<file path="config.mk">
export PLATFORM = sky130hd
export DESIGN_NAME = aspect_fit_thumbnail_address_gen
export DESIGN_NICKNAME = d
export VERILOG_FILES = /design/src/rtl/afs_pkg.sv /design/src/rtl/aspect_fit_thumbnail_address_gen.sv /design/src/rtl/afs_geom.sv /design/src/rtl/afs_div_cell.sv
export VERILOG_INCLUDE_DIRS = /design/src /design/src/rtl
export SDC_FILE = /design/constraint.sdc
export NUM_CORES = 2
export LEC_CHECK = 0
export BUFFER_PORTS_ARGS = -buffer_cell sky130_fd_sc_hd__buf_2
export CELL_PAD_IN_SITES_DETAIL_PLACEMENT = 0
export CELL_PAD_IN_SITES_GLOBAL_PLACEMENT = 1
export CORE_ASPECT_RATIO = 1.1
export CORE_MARGIN = 4
export CORE_UTILIZATION = 35
export DETAILED_ROUTE_END_ITERATION = 10
export PLACE_DENSITY_LB_ADDON = 0.1
export SYNTH_ARGS = -nofsm -noshare
export SYNTH_HDL_FRONTEND = slang
export SYNTH_HIERARCHICAL = 1
export SYNTH_SLANG_ARGS = --single-unit
</file>
<file path="constraint.sdc">
create_clock -name clk -period 14.93 [get_ports clk]
set_input_delay 0.7465 -clock clk [delete_from_list [all_inputs] [get_ports clk]]
set_output_delay 0.7465 -clock clk [all_outputs]
set_load 0.005 [all_outputs]
</file>
<file path="src/rtl/assert_macros.svh">
// Assertion helpers shared by the RTL; every check is clocked on clk and
// switched off while rst_n is low.
`ifndef ASSERT_MACROS_SVH
`define ASSERT_MACROS_SVH

// Same-cycle implication.
`define AFS_ASSERT_IMPL(lbl, ante, cons) \
  lbl: assert property (@(posedge clk) disable iff (!rst_n) (ante) |-> (cons)) \
    else $error("assertion failed");

// Next-cycle implication.
`define AFS_ASSERT_NEXT(lbl, ante, cons) \
  lbl: assert property (@(posedge clk) disable iff (!rst_n) (ante) |=> (cons)) \
    else $error("assertion failed");

`endif

</file>
<file path="src/rtl/afs_pkg.sv">
package afs_pkg;

  localparam int unsigned THUMB_WIDTH    = 148;
  localparam int unsigned THUMB_HEIGHT   = 84;
  localparam int unsigned MAX_SOURCE_DIM = 8192;

  localparam int unsigned DIM_W   = 14;  // configured dimension
  localparam int unsigned XW      = 8;   // thumb_x
  localparam int unsigned YW      = 7;   // thumb_y
  localparam int unsigned SRC_W   = 13;
  localparam int unsigned IDX_W   = 26;
  localparam int unsigned NUM_W   = 8;   // ratio numerator (thumb size)
  localparam int unsigned QW      = 14;  // quotient bits, one per cell
  localparam int unsigned PW      = 22;  // per-item dividend
  localparam int unsigned DIVW    = 21;  // fitted-size dividend
  localparam int unsigned CNT_W   = 5;
  localparam int unsigned CFG_IDX_W = 2;

  localparam logic [CFG_IDX_W-1:0] REG_SOURCE_WIDTH  = CFG_IDX_W'(0);
  localparam logic [CFG_IDX_W-1:0] REG_SOURCE_HEIGHT = CFG_IDX_W'(1);

  typedef struct packed {
    logic [XW-1:0] thumb_x;
    logic [YW-1:0] thumb_y;
  } in_word_t;

  typedef struct packed {
    logic             in_image;
    logic [SRC_W-1:0] src_x;
    logic [SRC_W-1:0] src_y;
    logic [IDX_W-1:0] src_index;
  } out_word_t;

  typedef enum logic [1:0] {
    G_IDLE,
    G_CMP,
    G_DIV,
    G_FIN
  } geom_state_t;

  typedef struct packed {
    logic             busy;
    logic             blank;
    logic [NUM_W-1:0] num;
    logic [DIM_W-1:0] den;
    logic [XW-1:0]    ox;
    logic [YW-1:0]    oy;
    logic [XW-1:0]    dw;
    logic [YW-1:0]    dh;
    logic [DIM_W-1:0] sw;
    logic [DIM_W-1:0] sh;
  } geom_t;

  typedef struct packed {
    logic          in_image;
    logic [PW-1:0] px;
    logic [PW-1:0] py;
    logic [QW-1:0] qx;
    logic [QW-1:0] qy;
  } cell_word_t;

endpackage

</file>
<file path="src/rtl/aspect_fit_thumbnail_address_gen.sv">
// Aspect-fit thumbnail address generator.
// Input channel: in_valid/in_stall carrying in_data (thumb_x, thumb_y). A word
// is taken on a clock edge with in_valid high and in_stall low.
// Output channel: out_valid/out_stall carrying out_data (in_image, src_x,
// src_y, src_index); the sink holds out_stall high to keep a word waiting.
// Config channel: cfg_valid/cfg_ready with cfg_index (0 width, 1 height) and
// cfg_data. Every write starts a recalculation of the fitted window (one
// compare, 21 divide steps, one finish); cfg_ready and the input are held
// off meanwhile, for only the compare when a dimension is zero.
// Throughput is one word per cycle unless a recalculation or out_stall holds
// the pipe. A word passes one front stage (window test, offset, multiply), a
// chain of 14 divide cells, one quotient bit each, and the linear-index stage.
// Every stage has its own valid and takes a new word whenever the stage below
// is empty or moving, so bubbles close up and a waiting result does not stop
// accepting until the pipe is full; out_stall then backs up to in_stall.
// Reset empties the pipe, clears both dimensions to zero (all letterbox) and
// leaves the block ready for configuration.
`include "assert_macros.svh"

module aspect_fit_thumbnail_address_gen
  import afs_pkg::*;
(
  input  logic                 clk,
  input  logic                 rst_n,
  input  logic                 in_valid,
  output logic                 in_stall,
  input  in_word_t             in_data,
  output logic                 out_valid,
  input  logic                 out_stall,
  output out_word_t            out_data,
  input  logic                 cfg_valid,
  output logic                 cfg_ready,
  input  logic [CFG_IDX_W-1:0] cfg_index,
  input  logic [DIM_W-1:0]     cfg_data
);

  geom_t        geom;
  logic         f_v_r;
  cell_word_t   f_w_r, f_w_nxt;
  logic         f_ready;
  logic         c_valid [QW+1];
  cell_word_t   c_word  [QW+1];
  logic         c_ready [QW+1];
  logic         in_win;
  logic [XW:0]  x_end;
  logic [YW:0]  y_end;
  logic [XW-1:0] dx;
  logic [YW-1:0] dy;
  logic         tail_ready;
  logic         out_v_r;
  out_word_t    out_w_r, out_w_nxt;
  logic [QW-1:0] lim_x, lim_y;
  logic [SRC_W-1:0] sx, sy;

  afs_geom u_geom (
    .clk       (clk),
    .rst_n     (rst_n),
    .cfg_valid (cfg_valid),
    .cfg_ready (cfg_ready),
    .cfg_index (cfg_index),
    .cfg_data  (cfg_data),
    .geom      (geom)
  );

  // front stage: window test and scaled offset
  assign x_end  = {1'b0, geom.ox} + {1'b0, geom.dw};
  assign y_end  = {1'b0, geom.oy} + {1'b0, geom.dh};
  assign in_win = !geom.blank &&
                  in_data.thumb_x >= geom.ox && {1'b0, in_data.thumb_x} < x_end &&
                  in_data.thumb_y >= geom.oy && {1'b0, in_data.thumb_y} < y_end;
  assign dx     = in_data.thumb_x - geom.ox;
  assign dy     = in_data.thumb_y - geom.oy;

  always_comb begin
    f_w_nxt          = '0;
    f_w_nxt.in_image = in_win;
    if (in_win) begin
      f_w_nxt.px = PW'(dx) * PW'(geom.den);
      f_w_nxt.py = PW'(dy) * PW'(geom.den);
    end
  end

  assign f_ready  = !f_v_r || c_ready[0];
  assign in_stall = geom.busy || !f_ready;

  always_ff @(posedge clk) begin
    if (!rst_n) begin
      f_v_r <= 1'b0;
    end else if (f_ready) begin
      f_v_r <= in_valid && !geom.busy;
    end
  end

  always_ff @(posedge clk) begin
    if (f_ready && in_valid && !geom.busy) f_w_r <= f_w_nxt;
  end

  assign c_valid[0] = f_v_r;
  assign c_word[0]  = f_w_r;

  for (genvar k = 0; k < QW; k++) begin : g_cell
    afs_div_cell u_cell (
      .clk        (clk),
      .rst_n      (rst_n),
      .num        (geom.num),
      .up_valid   (c_valid[k]),
      .up_word    (c_word[k]),
      .up_ready   (c_ready[k]),
      .down_valid (c_valid[k+1]),
      .down_word  (c_word[k+1]),
      .down_ready (c_ready[k+1])
    );
  end

  // tail: clamp to the last column and row, form the linear index
  assign tail_ready  = !out_v_r || !out_stall;
  assign c_ready[QW] = tail_ready;
  assign lim_x       = geom.sw - QW'(1);
  assign lim_y       = geom.sh - QW'(1);
  assign sx = (c_word[QW].qx > lim_x) ? lim_x[SRC_W-1:0] : c_word[QW].qx[SRC_W-1:0];
  assign sy = (c_word[QW].qy > lim_y) ? lim_y[SRC_W-1:0] : c_word[QW].qy[SRC_W-1:0];

  always_comb begin
    out_w_nxt = '0;
    if (c_word[QW].in_image) begin
      out_w_nxt.in_image  = 1'b1;
      out_w_nxt.src_x     = sx;
      out_w_nxt.src_y     = sy;
      out_w_nxt.src_index = IDX_W'(sy) * IDX_W'(geom.sw) + IDX_W'(sx);
    end
  end

  always_ff @(posedge clk) begin
    if (!rst_n) begin
      out_v_r <= 1'b0;
    end else if (tail_ready) begin
      out_v_r <= c_valid[QW];
    end
  end

  always_ff @(posedge clk) begin
    if (tail_ready && c_valid[QW]) out_w_r <= out_w_nxt;
  end

  assign out_valid = out_v_r;
  assign out_data  = out_w_r;

  `AFS_ASSERT_IMPL(a_busy_holds_input, geom.busy, in_stall)
  `AFS_ASSERT_IMPL(a_letterbox_zero, out_valid && !out_data.in_image,
                   out_data.src_index == '0 && out_data.src_x == '0 && out_data.src_y == '0)
  `AFS_ASSERT_NEXT(a_full_pipe_stalls, f_v_r && !c_ready[0], f_v_r)

endmodule

</file>
<file path="src/rtl/afs_geom.sv">
`include "assert_macros.svh"

module afs_geom
  import afs_pkg::*;
(
  input  logic                 clk,
  input  logic                 rst_n,
  input  logic                 cfg_valid,
  output logic                 cfg_ready,
  input  logic [CFG_IDX_W-1:0] cfg_index,
  input  logic [DIM_W-1:0]     cfg_data,
  output geom_t                geom
);

  geom_state_t      state_r, state_nxt;
  logic [DIM_W-1:0] sw_r, sh_r, wr_val;
  logic             blank_r, sel_h_r;
  logic [NUM_W-1:0] num_r;
  logic [DIM_W-1:0] den_r;
  logic [DIM_W-1:0] rem_r;
  logic [DIVW-1:0]  quo_r;
  logic [CNT_W-1:0] cnt_r;
  logic [XW-1:0]    dw_r, ox_r;
  logic [YW-1:0]    dh_r, oy_r;
  logic             busy;
  logic             wr;
  logic             sel_h;
  logic [DIM_W:0]   rem_sh;
  logic             ge;
  logic [XW-1:0]    dw_fit;
  logic [YW-1:0]    dh_fit;

  assign wr     = cfg_valid && cfg_ready;
  assign wr_val = (cfg_data > DIM_W'(MAX_SOURCE_DIM)) ? DIM_W'(MAX_SOURCE_DIM) : cfg_data;
  assign sel_h  = (23'(THUMB_HEIGHT) * 23'(sw_r)) < (23'(THUMB_WIDTH) * 23'(sh_r));
  assign rem_sh = {rem_r, quo_r[DIVW-1]};
  assign ge     = rem_sh >= {1'b0, den_r};

  // clamp the divided dimension to 1..thumb size
  always_comb begin
    dw_fit = XW'(THUMB_WIDTH);
    dh_fit = YW'(THUMB_HEIGHT);
    if (sel_h_r) begin
      if (quo_r == '0) dw_fit = XW'(1);
      else if (quo_r < DIVW'(THUMB_WIDTH)) dw_fit = quo_r[XW-1:0];
    end else begin
      if (quo_r == '0) dh_fit = YW'(1);
      else if (quo_r < DIVW'(THUMB_HEIGHT)) dh_fit = quo_r[YW-1:0];
    end
  end

  always_comb begin
    state_nxt = state_r;
    case (state_r)
      G_IDLE: if (wr) state_nxt = G_CMP;
      G_CMP:  if (sw_r == '0 || sh_r == '0) state_nxt = G_IDLE;
              else state_nxt = G_DIV;
      G_DIV:  if (cnt_r == CNT_W'(DIVW-1)) state_nxt = G_FIN;
      G_FIN:  state_nxt = G_IDLE;
      default: state_nxt = G_IDLE;
    endcase
  end

  always_comb begin
    case (state_r)
      G_IDLE:  busy = 1'b0;
      default: busy = 1'b1;
    endcase
  end

  assign cfg_ready = !busy;

  always_ff @(posedge clk) begin
    if (!rst_n) begin
      state_r <= G_IDLE;
      sw_r    <= '0;
      sh_r    <= '0;
      blank_r <= 1'b1;
    end else begin
      state_r <= state_nxt;
      if (wr && cfg_index == REG_SOURCE_WIDTH) sw_r <= wr_val;
      if (wr && cfg_index == REG_SOURCE_HEIGHT) sh_r <= wr_val;
      if (state_r == G_CMP) blank_r <= (sw_r == '0 || sh_r == '0);
    end
  end

  always_ff @(posedge clk) begin
    case (state_r)
      G_CMP: begin
        sel_h_r <= sel_h;
        cnt_r   <= '0;
        rem_r   <= '0;
        if (sel_h) begin
          num_r <= NUM_W'(THUMB_HEIGHT);
          den_r <= sh_r;
          quo_r <= DIVW'(sw_r) * DIVW'(THUMB_HEIGHT);
        end else begin
          num_r <= NUM_W'(THUMB_WIDTH);
          den_r <= sw_r;
          quo_r <= DIVW'(sh_r) * DIVW'(THUMB_WIDTH);
        end
      end
      G_DIV: begin
        // one quotient bit per cycle, dividend shifted out of quo_r
        rem_r <= ge ? DIM_W'(rem_sh - {1'b0, den_r}) : rem_sh[DIM_W-1:0];
        quo_r <= {quo_r[DIVW-2:0], ge};
        cnt_r <= cnt_r + CNT_W'(1);
      end
      G_FIN: begin
        dw_r <= dw_fit;
        dh_r <= dh_fit;
        ox_r <= (XW'(THUMB_WIDTH) - dw_fit) >> 1;
        oy_r <= (YW'(THUMB_HEIGHT) - dh_fit) >> 1;
      end
      default: ;
    endcase
  end

  assign geom.busy  = busy;
  assign geom.blank = blank_r;
  assign geom.num   = num_r;
  assign geom.den   = den_r;
  assign geom.ox    = ox_r;
  assign geom.oy    = oy_r;
  assign geom.dw    = dw_r;
  assign geom.dh    = dh_r;
  assign geom.sw    = sw_r;
  assign geom.sh    = sh_r;

  `AFS_ASSERT_NEXT(a_write_starts_recalc, cfg_valid && cfg_ready, !cfg_ready)
  `AFS_ASSERT_IMPL(a_div_count_bound, state_r == G_DIV, cnt_r < CNT_W'(DIVW))

endmodule

</file>
<file path="src/rtl/afs_div_cell.sv">
module afs_div_cell
  import afs_pkg::*;
(
  input  logic             clk,
  input  logic             rst_n,
  input  logic [NUM_W-1:0] num,
  input  logic             up_valid,
  input  cell_word_t       up_word,
  output logic             up_ready,
  output logic             down_valid,
  output cell_word_t       down_word,
  input  logic             down_ready
);

  logic          v_r;
  cell_word_t    w_r, w_nxt;
  logic [PW-1:0] dsr;
  logic          gx, gy;
  logic [PW-1:0] rx, ry;

  // divisor aligned to the top quotient bit; the dividend walks left instead
  assign dsr = PW'(num) << (QW-1);
  assign gx  = up_word.px >= dsr;
  assign gy  = up_word.py >= dsr;
  assign rx  = gx ? up_word.px - dsr : up_word.px;
  assign ry  = gy ? up_word.py - dsr : up_word.py;

  always_comb begin
    w_nxt          = up_word;
    w_nxt.px       = rx << 1;
    w_nxt.py       = ry << 1;
    w_nxt.qx       = {up_word.qx[QW-2:0], gx};
    w_nxt.qy       = {up_word.qy[QW-2:0], gy};
  end

  assign up_ready   = !v_r || down_ready;
  assign down_valid = v_r;
  assign down_word  = w_r;

  always_ff @(posedge clk) begin
    if (!rst_n) begin
      v_r <= 1'b0;
    end else if (up_ready) begin
      v_r <= up_valid;
    end
  end

  always_ff @(posedge clk) begin
    if (up_ready && up_valid) w_r <= w_nxt;
  end

endmodule

</file>
; Word-level counts from Yosys, hierarchy flattened
; Cells that the tools add are included.
; W data, S select, Z words.
[totals]
word_cells = 336
register_bits = 1005
input_bits = 36
out_inout_bits = 56
[op_classes]
reduce_logical = 69
mul = 7
n_lt_le_gt_ge = 39
addsub = 37
eq_ne = 7
n_mux = 48
[ops]
columns = operator, count
row1 = $ge A22 B21 Y1, 27
row2 = $mux W21, 27
row3 = $sub A21 B21 Y21, 26
row4 = $mux W53, 1
row5 = $mux W14, 3
row6 = $pmux W21 S2, 1
row7 = $mux W8, 4
row8 = $gt A14 B14 Y1, 2
row9 = $logic_not A14 Y1, 2
row10 = $pmux W14 S2, 1
row11 = $sub A14 B1 Y14 const B, 2
row12 = $add A26 B13 Y26, 1
row13 = $mul A13 B14 Y26, 1
row14 = $mux W13, 2
row15 = $logic_and A1 B1 Y1, 25
row16 = $lt A21 B22 Y1, 1
row17 = $mul A8 B14 Y22, 1
row18 = $ge A21 B21 Y1, 1
row19 = $logic_not A21 Y1, 1
row20 = $lt A21 B7 Y1 const B, 1
row21 = $lt A21 B8 Y1 const B, 1
row22 = $mul A7 B14 Y21, 1
row23 = $mux W7, 3
row24 = $mul A6 B14 Y20 const A, 1
row25 = 31 further kinds, 71

; Logic depth before layout (Yosys ltp)
[logic_depth]
ltp_word = 19
depth_mapped = 37
ltp_nobuf = 35

; By module
; Netlist, hierarchy kept.
[modules_own_cells]
columns = mod, seq_area_each_um2, cells_each, instances, area_each_um2
row1 = afs_div_cell at g_cell[0].u_cell ..., 2152.1, 208, 13, 3291.9
row2 = aspect_fit_thumbnail_address_gen, 2952.8, 2100, 1, 19228.4
row3 = afs_geom, 3143.0, 997, 1, 9225.1
row4 = afs_div_cell at g_cell[8].u_cell, 2152.1, 210, 1, 3255.6

; Worst setup path before layout
; No wires, ideal clock.
[synth_timing]
kind = reg2reg
start = register u_geom.sh_r[0]
end = register out_w_r (netlist bit out_data[19]), data pin
setup_time_ns = 0.268
t_required_ns = 14.662
stages_incl_launch_ff = 36
path_buffers = 2
arrival_ns = 8.108
synth_period_minus_slack_ns = 8.376
setup_slack_ns = 6.554
cell_sequence = dfxtp_1 inv_1 ha_1 or3b_1 nor2b_1 nand3b_1 xor2_1 ha_1 nand4_1 nor3_1 o31a_1 o21a_1 buf_4 nand2_1 o21ai_0 clkbuf_1 nor2b_1 fa_1 inv_1 fa_1 inv_1 fa_1 fa_1 fa_1 inv_1 fa_1 inv_1 ha_1 a21o_1 a21o_1 a41oi_1 nor2b_1 a21oi_1 o21ai_0 a211oi_1 a2111oi_0
[synth_between]
elab_chain_cells = 5
[synth_rtl]
columns = item, line
row1 = "start, declared", afs_geom.sv:16  ; logic [DIM_W-1:0] sw_r, sh_r, wr_val;
row2 = "start signal, assigned", afs_geom.sv:82  ; if (wr && cfg_index == REG_SOURCE_HEIGHT) sh_r <= wr_val;
row3 = $sub A14 B1 Y14 *, aspect_fit_thumbnail_address_gen.sv:119  ; assign lim_y = geom.sh - QW'(1);
row4 = $gt A14 B14 Y1, aspect_fit_thumbnail_address_gen.sv:121  ; assign sy = (c_word[QW].qy > lim_y) ? lim_y[SRC_W-1:0] : c_word[QW].qy[SRC_W-1:0];
row5 = $mux W13 *, aspect_fit_thumbnail_address_gen.sv:121
row6 = $mul A13 B14 Y26 *, aspect_fit_thumbnail_address_gen.sv:129  ; out_w_nxt.src_index = IDX_W'(sy) * IDX_W'(geom.sw) + IDX_W'(sx);
row7 = $add A26 B13 Y26 *, aspect_fit_thumbnail_address_gen.sv:129
row8 = "end signal, assigned", aspect_fit_thumbnail_address_gen.sv:142  ; if (tail_ready && c_valid[QW]) out_w_r <= out_w_nxt;
row9 = "end, declared", aspect_fit_thumbnail_address_gen.sv:51  ; out_word_t out_w_r, out_w_nxt;
; Mark *: on every way between the ends. The rest lies on a longest branch, timed or not.
; A chain may end at the register's enable or synchronous reset.

; Final worst setup path
; Same ends and word-level chain as after synthesis.

==> results by group <==
Global routing
  • First-pass GRT wire length: 257,000 um
  • Number of antenna violations at the first check in global routing: 2
  • Via count of the first global-routing pass: 44,188
  • Overflow left after global routing: 0
  • Overall routing resource usage: 16.4%
  • Maximum number of pins on one net before global-route repair: 70

Critical path
  • Data arrival at the endpoint of the critical path: 10.47 ns
  • Required time reported for the critical path endpoint: 15.39 ns
  • R2R cell count: 34
  • Delay of the slowest critical-path stage: 0.60 ns
  • Reg-to-reg critical path endpoint: out_data[19]
  • Critical path type: reg2reg
  • Crit path max fanout: 22
  • Reg-to-reg setup timing slack: 4.91 ns
  • Category of the worst setup path capture point: flip-flop
  • Crit path max-delay cell type: sky130_fd_sc_hd__o21a_1
  • Most common cell type on the critical path: sky130_fd_sc_hd__inv_1
  • Startpoint of the most critical register-to-register path: u_geom/sh_r[0]
  • Startpoint Class: flip-flop

Power
  • Net Sw Frac: 30.0%
  • IR Drop Worst-Case VDD: 99.7 uV
  • Sequential share of power: 39.1%
  • Cell internal power dissipation: 5.67 mW
  • Fraction of power consumed by combinational cells: 25.8%
  • Switching pwr: 2.43 mW
  • Power Density: 109 mW/mm^2
  • Clock Power Share: 35.1%
  • Leakage Power: 30.2 nW

Final layout
  • Synth-to-layout area growth: 10.9%
  • Layout cells sized above 1: 11.2%
  • Commonest non-fill, non-tap cell in the layout: sky130_fd_sc_hd__edfxtp_1
  • Finished layout cell area: 0.0745 mm^2
  • Commonest non-fill, non-tap cells in the layout: sky130_fd_sc_hd__edfxtp_1 (951), sky130_fd_sc_hd__inv_1 (720), sky130_fd_sc_hd__ha_1 (592)
  • Nets: 6,806

STA
  • Time the worst path needs with I/O delays and setup: 10.02 ns
  • Worst hold margin: 0.305 ns
  • Max-slew violation count: 0
  • Worst clock skew: 0.0640 ns
  • Actual transition at the worst max-transition pin: 1.13 ns
  • Unrepaired setup endpoints after global routing: no
  • Setup TNS: 0 ns
  • Slew HR: 23.9%
  • Final hold violation count: 0
  • Maximum clock rate: 0.0998 GHz
  • Final setup violation count: 0
  • Share of the clock period used by the worst path: 67.1%

Yosys
  • Post-Synthesis Mean Instance Area: 11.7 um^2
  • Synthesis warning total: 6
  • Cell area after technology mapping: 0.0672 mm^2
  • Cells after synthesis: 5,717

Clock network
  • H-tree lvl count: 3
  • Number of hold buffers added after cts: 0
  • Clock tree root driver cell: sky130_fd_sc_hd__clkbuf_16
  • CTS tree: built
  • Clock Pin Slew Worst Setup and Hold Paths: 0.06 ns
  • CTS resizes: 0
  • Post-CTS Setup Bufs: 0
  • Number of buffers on the longest clock path: 3
  • Insertion delay to the later sink of the worst-skew pair: 0.74 ns
  • Clock buffer count from CTS: 112
  • Number of sinks driven by the clock tree: 998

Place
  • Number of input and output port buffers inserted: 91
  • Placer's final routability congestion estimate: 0.807
  • Total placed instance area: 0.0706 mm^2
  • Half-perimeter wire length after placement: 125,000 um

Route
  • DRT Wirelength: 162,000 um
  • Starting DRC count in detailed routing: 1,928
  • Overall via count from detail_route: 41,803
  • Mean number of vias per cell: 4.92
  • Total iterations of the first detailed-routing run: 9
  • Number of nets with antenna violations after routing: 0
  • Routed len/inst: 19.0 um
  • Final routed DRC violation total: 0

Die
  • Die width: 426 um
  • Number of standard-cell rows in the floorplan: 168
  • Area inside the core boundary: 0.191 mm^2
  • Die Area: 0.199 mm^2
  • Initial standard-cell utilization of the core: 35.2%
  • Chip Height: 467 um
  • Number of top-level pins: 92

Min path
  • Min-Delay Endpoint: out_valid
  • Cell count of the worst hold path: 3
  • Tightest Hold Check Type: in2reg
  • Worst hold start: out_stall

Run
  • Max-capacitance violation count: 0

Status
  • Run status: finished clean
per-stage QoR:
| stage | total power [mW] | setup slack (ns) | std cells | utilization [%] |
|---|---|---|---|---|
| 3_3_place_gp | 5.33 | 5.13 | 8293 | 37.0 |
| 2_1_floorplan | 4.81 | 6.55 | 5737 | - |
| 5_1_grt | 8.60 | 4.04 | 8504 | 39.1 |
| 4_1_cts | 8.24 | 4.93 | 8503 | 39.1 |
| 3_5_place_dp | 5.33 | 4.94 | 8293 | 37.0 |
| 6_report | 8.10 | 4.91 | 8504 | 39.1 |
worst max-delay path by stage:
stage,startpoint,to,cells past startpoint
after floorplan,u_geom/sh_r[0],out_data[19],35
after global placement,u_geom/sh_r[0],out_data[19],34
after detailed placement,u_geom/sh_r[0],out_data[19],32
after CTS,u_geom/sh_r[0],out_data[19],34
after global routing,u_geom/sh_r[0],out_data[19],34
final,u_geom/sh_r[0],out_data[19],34
worst max-delay path: cells and delay by family, from the launching register on:
| family | cells | cell delay [ns] |
|---|---|---|
| adders and majority gates | 9 | 3.93 |
| buffers and inverters | 7 | 0.48 |
| AOI/OAI and AO/OA | 8 | 2.77 |
| and+or+nand+nor | 9 | 1.97 |
| DFF | 1 | 0.42 |
| xor gates and xnor gates | 1 | 0.17 |
power by group through the flow:
stage / registers (mW) / clock network, mW / logic [mW]
5_1_grt: 3.17 / 3.07 / 2.36
2_1_floorplan: 3.21 / 0 / 1.60
4_1_cts: 3.17 / 2.95 / 2.12
3_5_place_dp: 3.23 / 0 / 2.10
6_report: 3.17 / 2.84 / 2.09
3_3_place_gp: 3.23 / 0 / 2.10
cell type report:
type	instances	area, um^2
multi-input combinational	3866	34300
fill	18504	116000
antenna	1	2.50
timing repair buffer	158	958
inverter	721	2710
sequential	998	29500
clock inverter	79	918
tap	2550	3190
clock buffer	131	2930
per-layer routing:
layer	GRT usage, %	share of wire, %	vias up
met4	4.84	2.7	0
met1	20.6	44	20469
met5	0	0	-
li1	-	-	20619
met3	1.91	2.9	188
met2	29.5	51	527
state kept, by name (all words and copies together), names as in the netlist, 2 cells and up, named ones only:
name,cells
g_cell.u_cell/down_word,770
out_data,53
c_word,44
u_geom/quo_r,21
g_cell.u_cell/down_valid,14
u_geom/den_r,14
u_geom/rem_r,14
u_geom/sh_r,14
u_geom/sw_r,14
u_geom/dw_r,8
u_geom/dh_r,7
u_geom/ox_r,7
u_geom/oy_r,6
u_geom/cnt_r,5
u_geom/num_r,2
No activity file was read; power rests on OpenSTA's default activity.
